### config.mk
export PLATFORM = sky130hd
export DESIGN_NAME = fsm_table_with_reachability_sweep_top
export DESIGN_NICKNAME = d
export VERILOG_FILES = /design/src/hw/rtl/fsmrs_pkg.sv /design/src/hw/rtl/fsmrs_ctrl.sv /design/src/hw/rtl/fsmrs_datapath.sv /design/src/hw/rtl/fsm_table_with_reachability_sweep_top.sv
export SDC_FILE = /design/constraint.sdc
export NUM_CORES = 1
export LEC_CHECK = 0
export BUFFER_PORTS_ARGS = -buffer_cell sky130_fd_sc_hd__buf_2
export CORE_MARGIN = 2
export CORE_UTILIZATION = 49
export DETAILED_ROUTE_END_ITERATION = 10
export PLACE_DENSITY = 0.69
export SYNTH_ARGS = -nofsm -noshare
export SYNTH_HDL_FRONTEND = slang
export SYNTH_SLANG_ARGS = --single-unit
### constraint.sdc
create_clock -name clk -period 5.4 [get_ports clk]
set_input_delay 0.27 -clock clk [delete_from_list [all_inputs] [get_ports clk]]
set_output_delay 0.27 -clock clk [all_outputs]
set_load 0.005 [all_outputs]
### src/hw/rtl/fsmrs_pkg.sv
// ----------------------------------------------------------------------------
// fsmrs_pkg
// Shared constants, command codes and controller/datapath interface types
// for the state table with reachability mark and sweep.
// ----------------------------------------------------------------------------
package fsmrs_pkg;

  localparam int IDX_W      = 3;
  localparam int NUM_STATES = 1 << IDX_W;
  localparam int CNT_W      = IDX_W + 1;
  localparam int KIND_W     = 3;
  localparam int IN_DATA_W  = 8;
  localparam int OUT_DATA_W = 24;

  localparam logic [KIND_W-1:0] KIND_STEP   = 3'd0;
  localparam logic [KIND_W-1:0] KIND_CHANGE = 3'd1;
  localparam logic [KIND_W-1:0] KIND_REPORT = 3'd2;
  localparam logic [KIND_W-1:0] KIND_DELETE = 3'd3;
  localparam logic [KIND_W-1:0] KIND_READ   = 3'd4;

  localparam logic [IDX_W-1:0] RESET_STATE = 3'd4;

  // example machine, A..H = 0..7
  localparam logic [IDX_W-1:0] INIT_ZERO [NUM_STATES] = '{
    3'd7, 3'd2, 3'd6, 3'd5, 3'd0, 3'd1, 3'd4, 3'd3
  };
  localparam logic [IDX_W-1:0] INIT_ONE [NUM_STATES] = '{
    3'd2, 3'd5, 3'd7, 3'd0, 3'd3, 3'd6, 3'd6, 3'd1
  };

  typedef struct packed {
    logic load_in;
    logic exec;
    logic walk_start;
    logic walk_pop;
    logic sweep;
    logic load_out;
  } dp_cmd_t;

  typedef struct packed {
    logic              queue_empty;
    logic [KIND_W-1:0] kind;
  } dp_status_t;

endpackage

### src/hw/rtl/fsmrs_ctrl.sv
// ----------------------------------------------------------------------------
// fsmrs_ctrl
// Sequencer: takes a command transfer, runs the breadth-first walk and sweep
// when needed, and hands the result to the output register.
// ----------------------------------------------------------------------------
module fsmrs_ctrl (
  input  logic                  clk,
  input  logic                  rst,
  input  logic                  in_valid,
  output logic                  in_ready,
  output logic                  out_valid,
  input  logic                  out_ready,
  input  fsmrs_pkg::dp_status_t status,
  output fsmrs_pkg::dp_cmd_t    cmd
);
  import fsmrs_pkg::*;

  localparam logic [2:0] S_IDLE   = 3'd0;
  localparam logic [2:0] S_EXEC   = 3'd1;
  localparam logic [2:0] S_WALK   = 3'd2;
  localparam logic [2:0] S_SWEEP  = 3'd3;
  localparam logic [2:0] S_FINISH = 3'd4;

  logic [2:0] state, state_next;
  logic       out_free;

  assign in_ready = (state == S_IDLE);
  assign out_free = !out_valid || out_ready;

  always_comb begin
    state_next = state;
    cmd        = '0;
    case (state)
      S_IDLE: begin
        if (in_valid) begin
          cmd.load_in = 1'b1;
          state_next  = S_EXEC;
        end
      end
      S_EXEC: begin
        if (status.kind == KIND_REPORT || status.kind == KIND_DELETE) begin
          cmd.walk_start = 1'b1;
          state_next     = S_WALK;
        end else begin
          cmd.exec   = 1'b1;
          state_next = S_FINISH;
        end
      end
      S_WALK: begin
        if (status.queue_empty) begin
          state_next = S_SWEEP;
        end else begin
          cmd.walk_pop = 1'b1;
        end
      end
      S_SWEEP: begin
        cmd.sweep  = 1'b1;
        state_next = S_FINISH;
      end
      S_FINISH: begin
        if (out_free) begin
          cmd.load_out = 1'b1;
          state_next   = S_IDLE;
        end
      end
      default: begin
        state_next = S_IDLE;
      end
    endcase
  end

  always_ff @(posedge clk) begin
    if (rst) begin
      state     <= S_IDLE;
      out_valid <= 1'b0;
    end else begin
      state <= state_next;
      if (cmd.load_out) begin
        out_valid <= 1'b1;
      end else if (out_ready) begin
        out_valid <= 1'b0;
      end
    end
  end

endmodule

### src/hw/rtl/fsmrs_datapath.sv
// ----------------------------------------------------------------------------
// fsmrs_datapath
// Transition table, deleted and visited marks, walk queue with head/tail
// pointers, present state, and the result/output registers.
// ----------------------------------------------------------------------------
module fsmrs_datapath (
  input  logic                            clk,
  input  logic                            rst,
  input  fsmrs_pkg::dp_cmd_t              cmd,
  output fsmrs_pkg::dp_status_t           status,
  input  logic [fsmrs_pkg::KIND_W-1:0]    in_kind,
  input  logic                            in_symbol_bit,
  input  logic [fsmrs_pkg::IDX_W-1:0]     in_target_state,
  input  logic [fsmrs_pkg::IDX_W-1:0]     in_entry_index,
  output logic [fsmrs_pkg::IDX_W-1:0]     current_state,
  output logic [fsmrs_pkg::NUM_STATES-1:0] unreachable_mask,
  output logic [fsmrs_pkg::IDX_W-1:0]     next_zero,
  output logic [fsmrs_pkg::IDX_W-1:0]     next_one,
  output logic                            entry_deleted
);
  import fsmrs_pkg::*;

  logic [KIND_W-1:0]     kind;
  logic                  symbol_bit;
  logic [IDX_W-1:0]      target_state;
  logic [IDX_W-1:0]      entry_index;
  logic [IDX_W-1:0]      present;
  logic [IDX_W-1:0]      tab_zero [NUM_STATES];
  logic [IDX_W-1:0]      tab_one  [NUM_STATES];
  logic [NUM_STATES-1:0] deleted;
  logic [NUM_STATES-1:0] visited;
  logic [IDX_W-1:0]      walk_queue [NUM_STATES];
  logic [CNT_W-1:0]      head;
  logic [CNT_W-1:0]      tail;
  logic [NUM_STATES-1:0] res_mask;
  logic [IDX_W-1:0]      res_zero;
  logic [IDX_W-1:0]      res_one;
  logic                  res_del;

  logic [IDX_W-1:0]      rd_addr;
  logic [IDX_W-1:0]      rd_zero;
  logic [IDX_W-1:0]      rd_one;
  logic                  en0;
  logic                  en1;
  logic [NUM_STATES-1:0] visited0;
  logic [CNT_W-1:0]      tail1;
  logic [NUM_STATES-1:0] garbage;

  assign status.queue_empty = (head == tail);
  assign status.kind        = kind;

  always_comb begin
    if (cmd.walk_pop) begin
      rd_addr = walk_queue[head[IDX_W-1:0]];
    end else if (kind == KIND_READ) begin
      rd_addr = entry_index;
    end else begin
      rd_addr = present;
    end
  end

  assign rd_zero = tab_zero[rd_addr];
  assign rd_one  = tab_one[rd_addr];

  // both successors of the popped state in the same cycle; the second sees the first's mark
  always_comb begin
    en0      = !deleted[rd_zero] && !visited[rd_zero] && (tail < CNT_W'(NUM_STATES));
    visited0 = visited;
    if (en0) begin
      visited0[rd_zero] = 1'b1;
    end
    tail1 = tail + CNT_W'(en0);
    en1   = !deleted[rd_one] && !visited0[rd_one] && (tail1 < CNT_W'(NUM_STATES));
  end

  assign garbage = ~visited & ~deleted;

  always_ff @(posedge clk) begin
    if (rst) begin
      present <= RESET_STATE;
      deleted <= '0;
      visited <= '0;
      head    <= '0;
      tail    <= '0;
      for (int i = 0; i < NUM_STATES; i++) begin
        tab_zero[i] <= INIT_ZERO[i];
        tab_one[i]  <= INIT_ONE[i];
      end
    end else begin
      if (cmd.exec) begin
        case (kind)
          KIND_STEP: begin
            present <= symbol_bit ? rd_one : rd_zero;
          end
          KIND_CHANGE: begin
            if (symbol_bit) begin
              tab_one[present] <= target_state;
            end else begin
              tab_zero[present] <= target_state;
            end
          end
          default: begin
          end
        endcase
      end
      if (cmd.walk_start) begin
        visited <= NUM_STATES'(1) << present;
        head <= '0;
        tail <= CNT_W'(1);
      end
      if (cmd.walk_pop) begin
        head <= head + CNT_W'(1);
        tail <= tail1 + CNT_W'(en1);
        if (en1) begin
          visited <= visited0 | (NUM_STATES'(1) << rd_one);
        end else begin
          visited <= visited0;
        end
      end
      if (cmd.sweep && kind == KIND_DELETE) begin
        deleted <= deleted | garbage;
      end
    end
  end

  // payload, walk queue, result and output registers
  always_ff @(posedge clk) begin
    if (cmd.load_in) begin
      kind         <= in_kind;
      symbol_bit   <= in_symbol_bit;
      target_state <= in_target_state;
      entry_index  <= in_entry_index;
      res_mask     <= '0;
      res_zero     <= '0;
      res_one      <= '0;
      res_del      <= 1'b0;
    end
    if (cmd.exec && kind == KIND_READ) begin
      res_zero <= rd_zero;
      res_one  <= rd_one;
      res_del  <= deleted[entry_index];
    end
    if (cmd.walk_start) begin
      walk_queue[0] <= present;
    end
    if (cmd.walk_pop) begin
      if (en0) begin
        walk_queue[tail[IDX_W-1:0]] <= rd_zero;
      end
      if (en1) begin
        walk_queue[tail1[IDX_W-1:0]] <= rd_one;
      end
    end
    if (cmd.sweep) begin
      res_mask <= garbage;
    end
    if (cmd.load_out) begin
      current_state    <= present;
      unreachable_mask <= res_mask;
      next_zero        <= res_zero;
      next_one         <= res_one;
      entry_deleted    <= res_del;
    end
  end

endmodule

### src/hw/rtl/fsm_table_with_reachability_sweep_top.sv
// ----------------------------------------------------------------------------
// fsm_table_with_reachability_sweep_top
// State transition table with breadth-first reachability mark and sweep.
//
// Usage:
//   Commands enter on the s_axis channel (kind in tuser, operands in tdata).
//   Every command produces exactly one result transfer on m_axis.
//   Step, change, read and unknown kinds go from the execute state to the
//   finish state, which raises m_axis_tvalid once the output register is free.
//   Report and delete run a walk over the table, one queued state (both
//   successors) per cycle until the queue is empty, then a one-cycle sweep.
//   The walk reaches 1..8 states. One command is in flight at a time; s_axis_tready
//   is high only while the sequencer is idle, so a new command waits for the last.
//   A finished result waits in the output register, so a
//   new command is taken while m_axis is stalled; the next result then holds
//   in the sequencer until the output register frees up.
//   Reset loads the example machine into the table, clears all deleted
//   marks, sets the present state to E (4) and drops m_axis_tvalid.
// ----------------------------------------------------------------------------
module fsm_table_with_reachability_sweep_top (
  input  logic                              clk,
  input  logic                              rst,
  input  logic                              s_axis_tvalid,
  output logic                              s_axis_tready,
  // [0] symbol_bit, [3:1] target_state, [6:4] entry_index, [7] zero
  input  logic [fsmrs_pkg::IN_DATA_W-1:0]   s_axis_tdata,
  // [2:0] kind
  input  logic [fsmrs_pkg::KIND_W-1:0]      s_axis_tuser,
  output logic                              m_axis_tvalid,
  input  logic                              m_axis_tready,
  // [2:0] current_state, [10:3] unreachable_mask, [13:11] next_zero,
  // [16:14] next_one, [17] entry_deleted, [23:18] zero
  output logic [fsmrs_pkg::OUT_DATA_W-1:0]  m_axis_tdata
);
  import fsmrs_pkg::*;

  dp_cmd_t               cmd;
  dp_status_t            status;
  logic [IDX_W-1:0]      current_state;
  logic [NUM_STATES-1:0] unreachable_mask;
  logic [IDX_W-1:0]      next_zero;
  logic [IDX_W-1:0]      next_one;
  logic                  entry_deleted;

  fsmrs_ctrl u_ctrl (
    .clk       (clk),
    .rst       (rst),
    .in_valid  (s_axis_tvalid),
    .in_ready  (s_axis_tready),
    .out_valid (m_axis_tvalid),
    .out_ready (m_axis_tready),
    .status    (status),
    .cmd       (cmd)
  );

  fsmrs_datapath u_dp (
    .clk              (clk),
    .rst              (rst),
    .cmd              (cmd),
    .status           (status),
    .in_kind          (s_axis_tuser),
    .in_symbol_bit    (s_axis_tdata[0]),
    .in_target_state  (s_axis_tdata[3:1]),
    .in_entry_index   (s_axis_tdata[6:4]),
    .current_state    (current_state),
    .unreachable_mask (unreachable_mask),
    .next_zero        (next_zero),
    .next_one         (next_one),
    .entry_deleted    (entry_deleted)
  );

  assign m_axis_tdata = {6'd0, entry_deleted, next_one, next_zero, unreachable_mask,
                         current_state};

endmodule

Yosys cells after proc, flatten, opt, wreduce, memory -nomap -nowiden. Memories as Yosys holds them, arrays and structs flattened. A register that Yosys moved wholly into a read port is not among the register bits. Index checks and enable logic that the tools add are counted.

Flip-flop bits (word level): 74. Memories kept: 3. Input bits: 15. Logic and storage cells: 155. RAM bits: 72. Output and inout port bits: 26.

Bitwise logic cells: 6. Equality and inequality tests: 12. Shift operators: 2. Reductions and logical operators: 25. $lt $le $gt $ge: 6. Add/sub/neg operators: 3. Muxes and demuxes: 78.

Memory list: u_dp.tab_one (depth 8, bits a word 3, rd ports 1, clocked after memory_dff 0, write ports 8, line fsmrs_datapath.sv:29) `logic [IDX_W-1:0] tab_one [NUM_STATES];`; u_dp.tab_zero (depth 8, bits a word 3, rd ports 1, clocked after memory_dff 0, write ports 8, line fsmrs_datapath.sv:28) `logic [IDX_W-1:0] tab_zero [NUM_STATES];`; u_dp.walk_queue (depth 8, bits a word 3, rd ports 1, clocked after memory_dff 1, write ports 2, line fsmrs_datapath.sv:32) `logic [IDX_W-1:0] walk_queue [NUM_STATES];`.

Operators by type and width (number): 3-bit two-way mux (18); 8-bit two-way mux (6); 1-bit two-way mux (42); 8-bit OR (3); 4-bit two-way mux (4); 8-bit inverter (2); 1-bit by 3-bit << shifter with 8-bit output, first input constant (2); 1-bit binary-select mux with 3-bit select (5); 3-bit one-hot mux with 5 select lines (1); 3-bit by 2-bit equality test with 1-bit output, second input constant (4); 3-bit by 4-bit < comparator with 1-bit output, second input constant (3); 3-bit OR reduction (3); 4-bit by 1-bit adder with 4-bit output (2); 8-bit AND (1); 4-bit < comparator, second input constant (2); 2-bit nonzero test (4); 1-bit logical AND (7); 3-bit by 1-bit equality test with 1-bit output, second input constant (2); 3-bit equality test, second input constant (2); 3-bit logical NOT (2); 1-bit logical NOT (5); 4-bit by 1-bit adder with 4-bit output, second input constant (1); 4-bit equality test (1); 2-bit inequality test, second input constant (2); 7 further kinds (8).

Longest topological paths before layout. Gate-level depths: netlist of the first run. An unclocked memory read counts as a cell.

Word-level depth: 19. Mapped depth: 27. Gate-level depth less buffers: 22.

Hierarchy. Synthesis of the first run repeated with hierarchy kept, for this count alone.

Cell total of the unflattened synthesis: 688. Area total of the unflattened synthesis: 7831.3 um^2.

By module, submodules not included: fsmrs_datapath (times used 1, cells an instance 646, sequential area each 4053.9 um^2, area an instance 7465.9 um^2); fsmrs_ctrl (times used 1, cells an instance 34, sequential area each 80.1 um^2, area an instance 309.0 um^2); fsm_table_with_reachability_sweep_top (times used 1, cells an instance 8, sequential area each 0.0 um^2, area an instance 56.3 um^2).

Worst setup path after synthesis of the first run. No wires, ideal clock.

Path type: register to register. Start point: register u_dp.tail[3]. End point: register u_dp.tail[2]. Clock period less this slack: 5329 ps. Path buffers: 3. Path slack: 71 ps. Cell stages (with the launch flop): 25. Library setup time: 91 ps. Data arrival time: 5239 ps. Required time: 5309 ps. Cell sequence: dfxtp_1 -> buf_6 -> xor2_1 -> o41ai_4 -> mux2i_1 -> nand2_1 -> a32oi_1 -> and2_1 -> clkbuf_1 -> a31oi_1 -> o211ai_1 -> nor2_1 -> ha_1 -> nand3_1 -> xor2_1 -> o31ai_1 -> a2111oi_2 -> a32oi_1 -> buf_4 -> nor3_1 -> ha_1 -> ha_1 -> xnor2_1 -> nand2_1 -> a311oi_1.

Word-level cells in the longest chain between the ends: 18. Elaborated cells on any way between the ends: 35. Those cells by class: 2 x add/sub; 4 x order compare; 1 x eq/ne; 15 x mux; 1 x bitwise; 10 x reduce/logical; 2 x memory.

RTL lines: start, declared (line fsmrs_datapath.sv:34) `logic [CNT_W-1:0] tail;`; start signal, assigned (line fsmrs_datapath.sv:113) `tail <= tail1 + CNT_W'(en1);`; 4-bit equality test (line fsmrs_datapath.sv:49) `assign status.queue_empty = (head == tail);`; 1-bit two-way mux (line fsmrs_ctrl.sv:50) `if (status.queue_empty) begin`; 1-bit two-way mux (line fsmrs_ctrl.sv:33) `case (state)`; 3-bit two-way mux (line fsmrs_datapath.sv:53) `if (cmd.walk_pop) begin`; memory read 8 x 3 bit; 3-bit by 4-bit < comparator with 1-bit output (not written as such), or another cell as far along (line fsmrs_datapath.sv:70) `visited0[rd_zero] = 1'b1;`; 1-bit logical AND (not written as such) or 1-bit two-way mux (tied branches) (line fsmrs_datapath.sv:70, fsmrs_datapath.sv:67); 1-bit two-way mux (not written as such) or 1-bit logical NOT (tied branches) (line fsmrs_datapath.sv:70, fsmrs_datapath.sv:67); 1-bit demux with 3-bit select or 1-bit logical AND (tied branches); 8-bit OR (no line) or 1-bit logical AND (tied branches); 8-bit two-way mux (line fsmrs_datapath.sv:69) `if (en0) begin`; 1-bit binary-select mux with 3-bit select (line fsmrs_datapath.sv:73) `en1 = !deleted[rd_one] && !visited0[rd_one] && (tail1 < CNT_W'(NUM_STATES));`; 1-bit two-way mux (not written as such) (line fsmrs_datapath.sv:73); 1-bit logical NOT (line fsmrs_datapath.sv:73); 1-bit logical AND (2 in series) (line fsmrs_datapath.sv:73); 4-bit by 1-bit adder with 4-bit output (line fsmrs_datapath.sv:113); 4-bit two-way mux (line fsmrs_datapath.sv:111) `if (cmd.walk_pop) begin`.

Several ways; a longest one is shown, not always the timed one. The select of a mux whose other input is x is not followed. A chain may end at the register's enable or synchronous reset.

Final worst setup path of the first run.
Start point: register u_dp.head[0]. End point: register u_dp.tail[2].

Word-level cells in the longest chain between the ends: 18. Elaborated cells on any way between the ends: 34. Those cells by class: 2 x add/sub; 3 x order compare; 1 x eq/ne; 15 x mux; 1 x bitwise; 10 x reduce/logical; 2 x memory.

RTL lines: start, declared (line fsmrs_datapath.sv:33) `logic [CNT_W-1:0] head;`; start signal, assigned (line fsmrs_datapath.sv:112) `head <= head + CNT_W'(1);`; 4-bit equality test (*) (line fsmrs_datapath.sv:49); 1-bit two-way mux (*) (line fsmrs_ctrl.sv:50); 1-bit two-way mux (*) (line fsmrs_ctrl.sv:33); 3-bit two-way mux (line fsmrs_datapath.sv:53); memory read 8 x 3 bit; 3-bit by 4-bit < comparator with 1-bit output (not written as such), or another cell as far along (line fsmrs_datapath.sv:70); 1-bit logical AND (not written as such) or 1-bit two-way mux (tied branches) (line fsmrs_datapath.sv:70, fsmrs_datapath.sv:67); 1-bit two-way mux (not written as such) or 1-bit logical NOT (tied branches) (line fsmrs_datapath.sv:70, fsmrs_datapath.sv:67); 1-bit demux with 3-bit select or 1-bit logical AND (tied branches); 8-bit OR (no line) or 1-bit logical AND (tied branches); 8-bit two-way mux (line fsmrs_datapath.sv:69); 1-bit binary-select mux with 3-bit select (line fsmrs_datapath.sv:73); 1-bit two-way mux (not written as such) (line fsmrs_datapath.sv:73); 1-bit logical NOT (line fsmrs_datapath.sv:73); 1-bit logical AND (2 in series) (line fsmrs_datapath.sv:73); 4-bit by 1-bit adder with 4-bit output (line fsmrs_datapath.sv:113); 4-bit two-way mux (line fsmrs_datapath.sv:111).

Every way passes the cells marked *; elsewhere a longest branch is shown, timed or not. The select of a mux whose other input is x is not followed.

==> results of run 1 <==
-- kinds of logic (layout without fill, tap and decap cells) --
kind of cell | count (synthesis) | count (layout) | synth area share (%)
xor+xnor | 10 | 10 | 1.13
buf+inv | 60 | 143 | 4.07
other cells | 1 | 6 | 0.0484
flops | 149 | 149 | 53.3
compound gates | 101 | 101 | 10.5
simple gates | 294 | 294 | 18.8
mux | 73 | 74 | 11.4
fa+ha+maj | 5 | 5 | 0.807
-- cells in the final DEF, fill, tap and decap left out, types with 4 or more instances in the layout --
master	instances
a211oi_1	5
a21o_1	8
a21oi_1	16
a32oi_2	5
and2_1	4
and3_1	9
buf_2	33
buf_4	66
clkbuf_16	17
conb_1	6
dfxtp_1	33
edfxtp_1	115
ha_1	5
inv_1	9
mux2_2	7
mux2i_1	50
mux2i_2	4
mux4_2	8
nand2_1	66
nand2b_1	6
nand3_1	27
nor2_1	90
nor2b_1	7
nor3_1	31
nor4_1	8
o211ai_1	4
o21ai_0	6
o21bai_1	10
or2_2	10
or3_1	9
xor2_1	7
-- final cells by class --
| class | count | area, µm² |
|---|---|---|
| clock inverter | 12 | 130 |
| multi-input combinational | 490 | 3420 |
| timing repair buffer | 102 | 701 |
| inverter | 9 | 33.8 |
| clock buffer | 20 | 437 |
| sequential | 149 | 4140 |
| tap | 211 | 264 |
| fill | 1285 | 6200 |
-- critical path: stages (launching register included) --
cell	delay, ns
dfxtp_1	0.35
xor2_1	0.22
o41ai_4	0.35
buf_4	0.22
mux2_4	0.38
buf_4	0.16
mux2i_1	0.12
a32oi_2	0.25
and2_1	0.28
a31oi_1	0.11
o211ai_1	0.22
nor2_1	0.09
ha_1	0.21
nand3_1	0.12
xor2_2	0.20
o31ai_1	0.11
a2111oi_2	0.32
a32oi_2	0.20
nor3_2	0.27
ha_1	0.23
ha_1	0.18
xnor2_1	0.14
nand2_1	0.08
a311oi_1	0.25
-- layer usage --
| metal | GRT usage [%] | routed length [µm] | vias to the layer above |
|---|---|---|---|
| met5 | 0 | 0 | - |
| met4 | 10.9 | 541 | 0 |
| met2 | 42.8 | 10400 | 252 |
| met1 | 33.3 | 8670 | 2896 |
| met3 | 5.74 | 1400 | 47 |
| li1 | - | - | 2752 |
-- flip-flops by register name (all words and copies together), names as in the netlist, 4 cells and up, named ones only --
name,cells
u_dp.res_mask,8
u_dp.tab_zero,24
u_dp.unreachable_mask,8
u_dp.tab_one,24
u_dp.visited,8
u_dp.walk_queue,24
u_dp.tail,4
u_dp.head,4
u_dp.deleted,8
-- timing repair --
action                                  in CTS  in global routing
gates cloned                                 0                  1
endpoints found under the setup margin       7                 51
hold buffers                                 0                  2
pin swaps                                    1                  3
endpoints found under the hold margin        0                  2
buffers inserted                             1                  2
gates resized for setup                      7                 10
-- final timing paths --
kind	end	slack [ns]
setup / recovery	u_dp.tail[2]	0.23
hold / removal	u_dp.entry_index[1]	0.01
setup reg to reg	u_dp.tail[2]	0.23
hold reg to reg	u_dp.unreachable_mask[6]	0.42
-- metrics by stage --
stage | hold WS [ns] | power [W] | setup TNS (ns)
floorplan | 0.369 | 0.00153 | 0
global placement | 0.401 | 0.00165 | 0
detailed placement | 0.405 | 0.00166 | -0.171
CTS | 0.00252 | 0.00280 | 0
global route | 0.00173 | 0.00290 | -0.0433
finish | 0.0136 | 0.00281 | 0
-- where the power goes --
part	total (W)	internal, W	switching, W
sequential	0.00131	0.00128	0.0000294
clock	0.00115	0.000680	0.000466
combinational	0.000356	0.000141	0.000215
==> metrics.md, run 1 <==
| Metric | Value |
|---|---|
| Placement Rows | 45 |
| Synth Area per Inst | 11.2 µm² |
| Hold Path Cell Cnt | 1 |
| YS warnings | 0 |
| Worst IR Drop VDD | 0.270 mV |
| Area grow syn2layout | 17.6% |
| Startpoint types | register |
| Relative slew margins | 34.1% |
| First-pass GRT wire length | 32200 µm |
| Hold Path Origin | s_axis_tdata[5] |
| Post-synth top area share | 44.6% |
| CTS buffer count | 17 |
| Fin crit share | 95.7% |
| Final hold violations | 0 |
| DRC Markers | 0 |
| Layout cell share with drive strength beyond 1 | 24.7% |
| Setup WS pre-CTS | -0.0869 ns |
| Power Density | 308 mW/mm² |
| Most common cell in the netlist | edfxtp_1 |
| Die Span Y | 130 µm |
| Number of global-route vias before repair | 5824 |
| Ys flop type | edfxtp_1 |
| Worst r2r src | u_dp.head[0] |
| Root Buffer | clkbuf_16 |
| Critical path peak fanout | 7 |
| Fin Clk Skew | 0.00825 ns |
| N_diodes | 0 |
| Synth area leaders | edfxtp_1 (45%), dfxtp_1 (8.8%), mux2i_1 (6.8%) |
| Gate Count Post-Synth | 693 |
| Max-slew violations | 0 |
| Worst hold path type | input port to register |
| Unrepaired setup endpoints after global routing | true |
| Arrival time of the worst setup path | 5.50 ns |
| Worst-case reg-to-reg path depth | 23 |
| Critical Path End Type | register |
| GRT Overall Usage | 26.0% |
| Pin slew with the least headroom to its limit | 0.989 ns |
| Drt pass-1 iters | 7 |
| Htree depth | 4 |
| Post-synth EDFFs | 115 |
| Top cells by count, synth | edfxtp_1 (115), nor2_1 (90), nand2_1 (66) |
| Max_cap viols | 0 |
| Vias per cell | 5.99 |
| Setup-failing EPs final | 0 |
| Global placement routability congestion | 0.944 |
| Largest net degree at the start of global routing | 50 |
| Initial antenna violation count | 0 |
| WL final | 21000 µm |
| DPL Wire Length | 15200 µm |
| Clk buf depth | 2 |
| Netlist cell types | 80 |
| Utilization after layout | 59.5% |
| Final nets | 789 |
| Crit Path Category | register to register |
| Placement Cell Area | 0.00841 mm² |
| Finished Layout Cells | 993 |
| Core Box Area | 0.0153 mm² |
| Crit path launch | u_dp.head[0] |
| Total gr overflow | 0 |
| Antenna-violating nets left | 0 |
| Initial DRC Count | 520 |
| Io pins | 41 |
| Post-DR wirelength/cell | 21.1 µm |
| Ys async rst share | 0% |
| Fmax | 193 MHz |
| CTS tree | built |
| Pleak | 3.52 nW |
| Synth Register Bits | 149 |
| Fin worst setup slack | 0.231 ns |
| DP Cell Count | 955 |
| Total die area | 0.0168 mm² |
| Synth Cell Area | 0.00775 mm² |
| Clock latency on the worst-skew pair | 0.43 ns |
| Vias | 5947 |
| Initial Utilization | 50.6% |
| Dominant cell type by area after synthesis | edfxtp_1 |
| Seq/Total Area, Yosys | 53.3% |
| Design area | 0.00912 mm² |
| Critical Path RT | 5.73 ns |
| Status | completed |
| Final min period | 5.17 ns |
| Clk slew on worst S/H paths | 0.06 ns |
| # clock sinks | 149 |
| Port Buf Inserts | 33 |
| Die width | 130 µm |
Power figures use the tool's default switching activity.
==> run 2: changes to the inputs <==
Settings changed: CELL_PAD_IN_SITES_DETAIL_PLACEMENT set to 1, CELL_PAD_IN_SITES_GLOBAL_PLACEMENT set to 1, CORE_ASPECT_RATIO set to 1.1, CORE_UTILIZATION 49 to 45, PLACE_DENSITY 0.69 to unset, PLACE_DENSITY_LB_ADDON set to 0.1.
==> run 2 against run 1 <==
Against the previous run:
- worst hold slack improved by 0.0047 ns
- critical endpoint is now u_dp.walk_queue[5][1]
- sequential share of layout area rose by 0.38 points
- count of clock-buffer cells in the layout fell by 2
- non-clock buffer count fell by 11
- first-iteration DRC count fell by 33%
- routed wire length rose by 6.4%
==> metrics.md, run 2 (synthesis results as in run 1) <==
| Metric | Value |
|---|---|
| Critical path peak fanout | 10 |
| Vias per cell | 5.82 |
| Worst IR Drop VDD | 0.262 mV |
| Final hold violations | 0 |
| Crit-path max cell delay | 0.58 ns |
| Final nets | 778 |
| Most common cell after layout, fill and taps aside | edfxtp_1 |
| Initial antenna violation count | 0 |
| CTS buffer count | 17 |
| R2r setup slk | 0.27 ns |
| Vias | 5850 |
| Pleak | 3.46 nW |
| Area grow syn2layout | 16.7% |
| Startpoint types | register |
| Largest net degree at the start of global routing | 50 |
| Critical Path RT | 5.52 ns |
| Utilization after layout | 53.3% |
| Port Buf Inserts | 33 |
| Max_cap viols | 0 |
| First-pass GRT wire length | 34300 µm |
| Crit Path Category | register to register |
| Post-DR wirelength/cell | 22.2 µm |
| Max-slew violations | 0 |
| Fin worst setup slack | 0.273 ns |
| Placement Rows | 50 |
| Status | completed |
| Initial Utilization | 45.7% |
| Final min period | 5.13 ns |
| CTS tree | built |
| Drt pass-1 iters | 4 |
| Critical Path End Type | register |
| Relative slew margins | 30.2% |
| Number of global-route vias before repair | 6024 |
| Hold Slack | 0.0183 ns |
| # clock sinks | 149 |
| Die Span Y | 142 µm |
| Worst hold path type | input port to register |
| Worst path cell trace | buf_4 -> mux4_2 -> mux2i_1 -> buf_4 -> inv_1 -> a32o_1 -> a32oi_1 -> buf_4 -> and2_1 -> o211ai_1 -> a21oi_2 -> nor2_1 -> ha_1 -> nand3_1 -> xor2_2 -> o31ai_1 -> a2111oi_2 -> a32oi_2 -> buf_4 -> or4_4 -> mux2i_1 |
| TNS Setup | 0 ns |
| Largest regs | u_dp.tab_one (24), u_dp.tab_zero (24), u_dp.walk_queue (24) |
| GRT Overall Usage | 25.2% |
| WL final | 22300 µm |
| Total gr overflow | 0 |
| Htree depth | 4 |
| Setup WS pre-CTS | 0.0423 ns |
| Antenna-violating nets left | 0 |
| Pin slew with the least headroom to its limit | 1.05 ns |
| Global placement routability congestion | 0.933 |
| Fmax | 195 MHz |
| Core Box Area | 0.0170 mm² |
| Layout cell share with drive strength beyond 1 | 23.2% |
| Clk buf depth | 2 |
| Arrival time of the worst setup path | 5.25 ns |
| Die width | 129 µm |
| Pwr Total | 0.00282 W |
| Clock latency on the worst-skew pair | 0.43 ns |
| Root Buffer | clkbuf_16 |
| Fin crit share | 95.0% |
| Total die area | 0.0183 mm² |
| Most used cell, CP | buf_4 |
| Power Density | 312 mW/mm² |
| N_diodes | 0 |
| DPL Wire Length | 16800 µm |
| DRC Markers | 0 |
| Io pins | 41 |
| Setup-failing EPs final | 0 |
| Most frequent cells in the layout | edfxtp_1 (115), nor2_1 (89), nand2_1 (66), buf_4 (55), mux2i_1 (52) |
| Clk slew on worst S/H paths | 0.06 ns |
| Initial DRC Count | 350 |
| Critical-path top delay cell | or4_4 |
| Fin Clk Skew | 0.0127 ns |
[run 2: cell types whose count changed in the layout (fill, tap and decap cells not counted), moves of 2 or more]
cell / delta
buf_4: -11
clkbuf_1: -2
clkinvlp_4: +2
inv_4: -2
inv_6: +2
mux2i_1: +2
mux2i_2: -2
[run 2: final timing paths]
kind / from / end / depth (start not counted)
min: s_axis_tdata[0] / u_dp.symbol_bit / 1
min reg2reg: u_dp.res_zero[0] / u_dp.next_zero[0] / 0
max reg2reg: register / u_dp.walk_queue[5][1] / 21
max: register / u_dp.walk_queue[5][1] / 21
[run 2: repair_timing]
action | in CTS | in global routing
gates cloned | 0 | 1
hold endpoints to repair | 3 | 0
pin swaps | 0 | 4
gates resized for setup | 3 | 9
setup endpoints to repair | 5 | 52
setup buffers | 0 | 4
hold buffers | 3 | 0
[run 2: area by class of cell]
type,count,area [µm²]
clock inverter,14,151
fill,1813,7910
inverter,9,33.8
multi-input combinational,490,3390
sequential,149,4140
timing repair buffer,91,608
clock buffer,18,429
tap,234,293
[run 2: power by group]
part / total [W] / switching [W] / internal (W)
Sequential: 0.00131 / 0.0000312 / 0.00128
Clock: 0.00117 / 0.000488 / 0.000685
Combinational: 0.000343 / 0.000214 / 0.000129
[run 2: worst max-delay path: cells and delay by family, from the launching register on]
family / cells / cell delay (ns)
multiplexers: 3 / 0.77
adder cells (fa/ha/maj): 1 / 0.22
AO/OA/AOI/OAI: 7 / 1.47
XOR/XNOR: 1 / 0.21
buffers and inverters: 5 / 0.77
AND/OR/NAND/NOR: 4 / 1.01
flip-flops: 1 / 0.39
[run 2: per-stage QoR]
step                      std cells  area [µm²]
after floorplan                 698        7770
after global placement          965        8330
after detailed placement        965        8330
after CTS                      1000        8960
after global routing           1005        9040
final                          1005        9040
[run 2: layer usage]
| layer | GRT usage, % | share of wire (%) | wire length [µm] |
|---|---|---|---|
| met1 | 30.6 | 41 | 9120 |
| met2 | 43.2 | 51 | 11500 |
| met3 | 3.47 | 3.1 | 685 |
| met4 | 13.5 | 4.8 | 1080 |
| met5 | 0 | 0 | 0 |
==> run 3: changes to the inputs <==
Settings changed: PLACE_DENSITY set to 0.78, PLACE_DENSITY_LB_ADDON 0.1 to unset, SLEW_MARGIN set to 10.
Clock period 5.4 ns to 4.6 ns, I/O delays scaled along.
==> run 3 against run 2 <==
Against the previous run:
- the flow now finishes with violations (setup timing)
- die area is the same
- clock power increased by 32%
- setup slack got worse by 0.61 ns
- via count is 12% higher
- final area increased by 12%
- worst hold slack improved by 0.088 ns
- first-iteration DRC count grew 45%
- critical path depth did not move
- critical path type unchanged
- largest power group is now the clock network
==> metrics.md, run 3 (synthesis results as in run 1) <==
| Metric | Value |
|---|---|
| Status | complete, but fails checks |
| Failing checks | setup timing |
| Finished Layout Cells | 1089 |
| Worst Hold Path EP | u_ctrl.state[2] |
| Most frequent cells in the layout | buf_4 (123), edfxtp_1 (115), nor2_1 (90), nand2_1 (61), mux2i_1 (44) |
| Max_cap viols | 0 |
| Initial antenna violation count | 0 |
| Antenna-violating nets left | 0 |
| Most common cell after layout, fill and taps aside | buf_4 |
| Total die area | 0.0183 mm² |
| DP Cell Count | 1026 |
| Sequential share of power | 42.0% |
| Drt pass-1 iters | 5 |
| Worst r2r dst | u_dp.walk_queue[7][0] |
| R2r setup slk | -0.33 ns |
| Startpoint types | register |
| Final nets | 862 |
| Vias | 6541 |
| Pin slew with the least headroom to its limit | 1.07 ns |
| Hold Path Cell Cnt | 4 |
| Setup-failing EPs final | 54 |
| First-pass GRT wire length | 41500 µm |
| Worst path cell trace | mux4_2 -> mux2i_4 -> buf_6 -> mux2_4 -> buf_4 -> mux2i_1 -> a32oi_2 -> and2_4 -> o2111ai_1 -> o211ai_1 -> nor2_1 -> ha_2 -> nand3_2 -> xor2_2 -> o31ai_2 -> a2111oi_4 -> a32oi_4 -> buf_6 -> nor4b_4 -> buf_4 -> mux2i_1 |
| Crit Path Category | register to register |
| Vias per cell | 6.01 |
| Final min period | 4.93 ns |
| Hold Path Origin | m_axis_tready |
| Global placement routability congestion | 0.957 |
| Pwr Total | 0.00365 W |
| Design area | 0.0102 mm² |
| WL final | 27200 µm |
| Die Span Y | 142 µm |
| Critical-path top delay cell | mux4_2 |
| FF/Latch Area | 0.00414 mm² |
| TNS Setup | -12.38 ns |
| Multi-input gate area | 0.00373 mm² |
| Worst-case reg-to-reg path depth | 21 |
| Port Buf Inserts | 33 |
| Hold Slack | 0.106 ns |
| # clock sinks | 149 |
| Htree depth | 4 |
| Root Buffer | clkbuf_16 |
| Switch Pwr | 0.00101 W |
| DPL Wire Length | 18500 µm |
| Worst IR Drop VDD | 0.245 mV |
| Initial Utilization | 45.7% |
| Clk buf depth | 2 |
| Initial DRC Count | 509 |
| Die width | 129 µm |
| Crit-path max cell delay | 0.52 ns |
| Number of global-route vias before repair | 6990 |
| Area grow syn2layout | 31.0% |
| Internal Pwr Total | 0.00264 W |
| Relative slew margins | 28.3% |
| CTS buffer count | 17 |
| Largest regs | u_dp.tab_one (24), u_dp.tab_zero (24), u_dp.walk_queue (24) |
| CTS tree | built |
| Unrepaired setup endpoints after global routing | true |
| GRT Overall Usage | 30.8% |
| Io pins | 41 |
| Combinational power share | 15.8% |
| Power Density | 360 mW/mm² |
| Arrival time of the worst setup path | 5.20 ns |
| Total gr overflow | 0 |
| Critical Path End Type | register |
| Critical Path RT | 4.87 ns |
| Clock latency on the worst-skew pair | 0.44 ns |
| N_diodes | 0 |
| Fin Clk Skew | 0.0118 ns |
| DRC Markers | 0 |
| Clk slew on worst S/H paths | 0.07 ns |
| Layout cell share with drive strength beyond 1 | 34.6% |
| Post-DR wirelength/cell | 25.0 µm |
| Fillers | 1727 |
| Largest net degree at the start of global routing | 49 |
| Core Box Area | 0.0170 mm² |
| Fin crit share | 107% |
| Placement Rows | 50 |
| Fmax | 203 MHz |
| Max-slew violations | 0 |
| Pleak | 3.95 nW |
| Clock power share | 42.2% |
| Final hold violations | 0 |
| Placement Cell Area | 0.00891 mm² |
| Sw Ratio | 27.8% |
| Worst r2r src | u_dp.walk_queue[5][0] |
| Critical path peak fanout | 8 |
| Worst hold path type | input port to register |
| Fin worst setup slack | -0.332 ns |
==> run 3: cell types whose count changed in the layout (fill, tap and decap cells not counted), moves of 5 or more <==
cell	delta
mux2i_1	-8
inv_8	+6
buf_6	+8
dlygate4sd3_1	+7
nand2_1	-5
buf_4	+68
==> run 3: worst max-delay path by stage <==
stage | start | endpoint | depth (start not counted)
floorplan | u_dp.tail[0] | u_dp.tail[2] | 27
global placement | register | u_dp.walk_queue[6][2] | 20
detailed placement | register | u_dp.walk_queue[6][2] | 20
CTS | register | u_dp.walk_queue[6][2] | 21
global route | register | u_dp.tail[2] | 25
finish | u_dp.walk_queue[5][0] | u_dp.walk_queue[7][0] | 21
==> run 3: power groups by stage <==
stage | registers, W | clock network, W | logic, W
2_1_floorplan | 0.00154 | 0 | 0.000275
3_3_place_gp | 0.00156 | 0 | 0.000454
3_5_place_dp | 0.00156 | 0 | 0.000468
4_1_cts | 0.00153 | 0.00154 | 0.000533
5_1_grt | 0.00154 | 0.00160 | 0.000611
6_report | 0.00153 | 0.00154 | 0.000579
==> run 3: through the flow <==
stage / util, % / worst slack, ns
final: 59.9 / -0.332
after global routing: 59.9 / -0.590
after CTS: 58.9 / -0.414
after detailed placement: 52.6 / -0.735
after global placement: 52.6 / -0.524
after floorplan: - / -0.254
==> run 3: critical path, delay by kind of cell, from the launching register on <==
family / cells / cell delay, ns
flops: 1 / 0.42
xor+xnor: 1 / 0.18
buf+inv: 4 / 0.68
compound gates: 6 / 1.10
simple gates: 4 / 0.76
mux: 5 / 1.40
fa+ha+maj: 1 / 0.20
==> run 3: repair_timing <==
action                                  4_1_cts  5_1_grt
endpoints found under the setup margin       60       60
pin swaps                                    17       11
hold buffers                                 10        0
gates resized for setup                      52       15
endpoints found under the hold margin        10        0
setup buffers                                13        8
==> run 3: final cells by class <==
cell class              instances  area share, %
repair buffers                176           13.0
multi-input cells             489           36.8
flip-flops and latches        149           40.8
clock buffers                  17           4.19
clock inverters                15           2.06
well taps                     234           2.88
inverters                       9          0.333
==> run 3: routing by layer <==
layer  track usage [%]  vias up  part of all wire, %
met5                 0        -                    0
met4              13.2        0                  3.6
met2              53.8      243                   51
li1                  -     2894                    -
met3              4.56       78                  4.9
met1              37.9     3326                   40
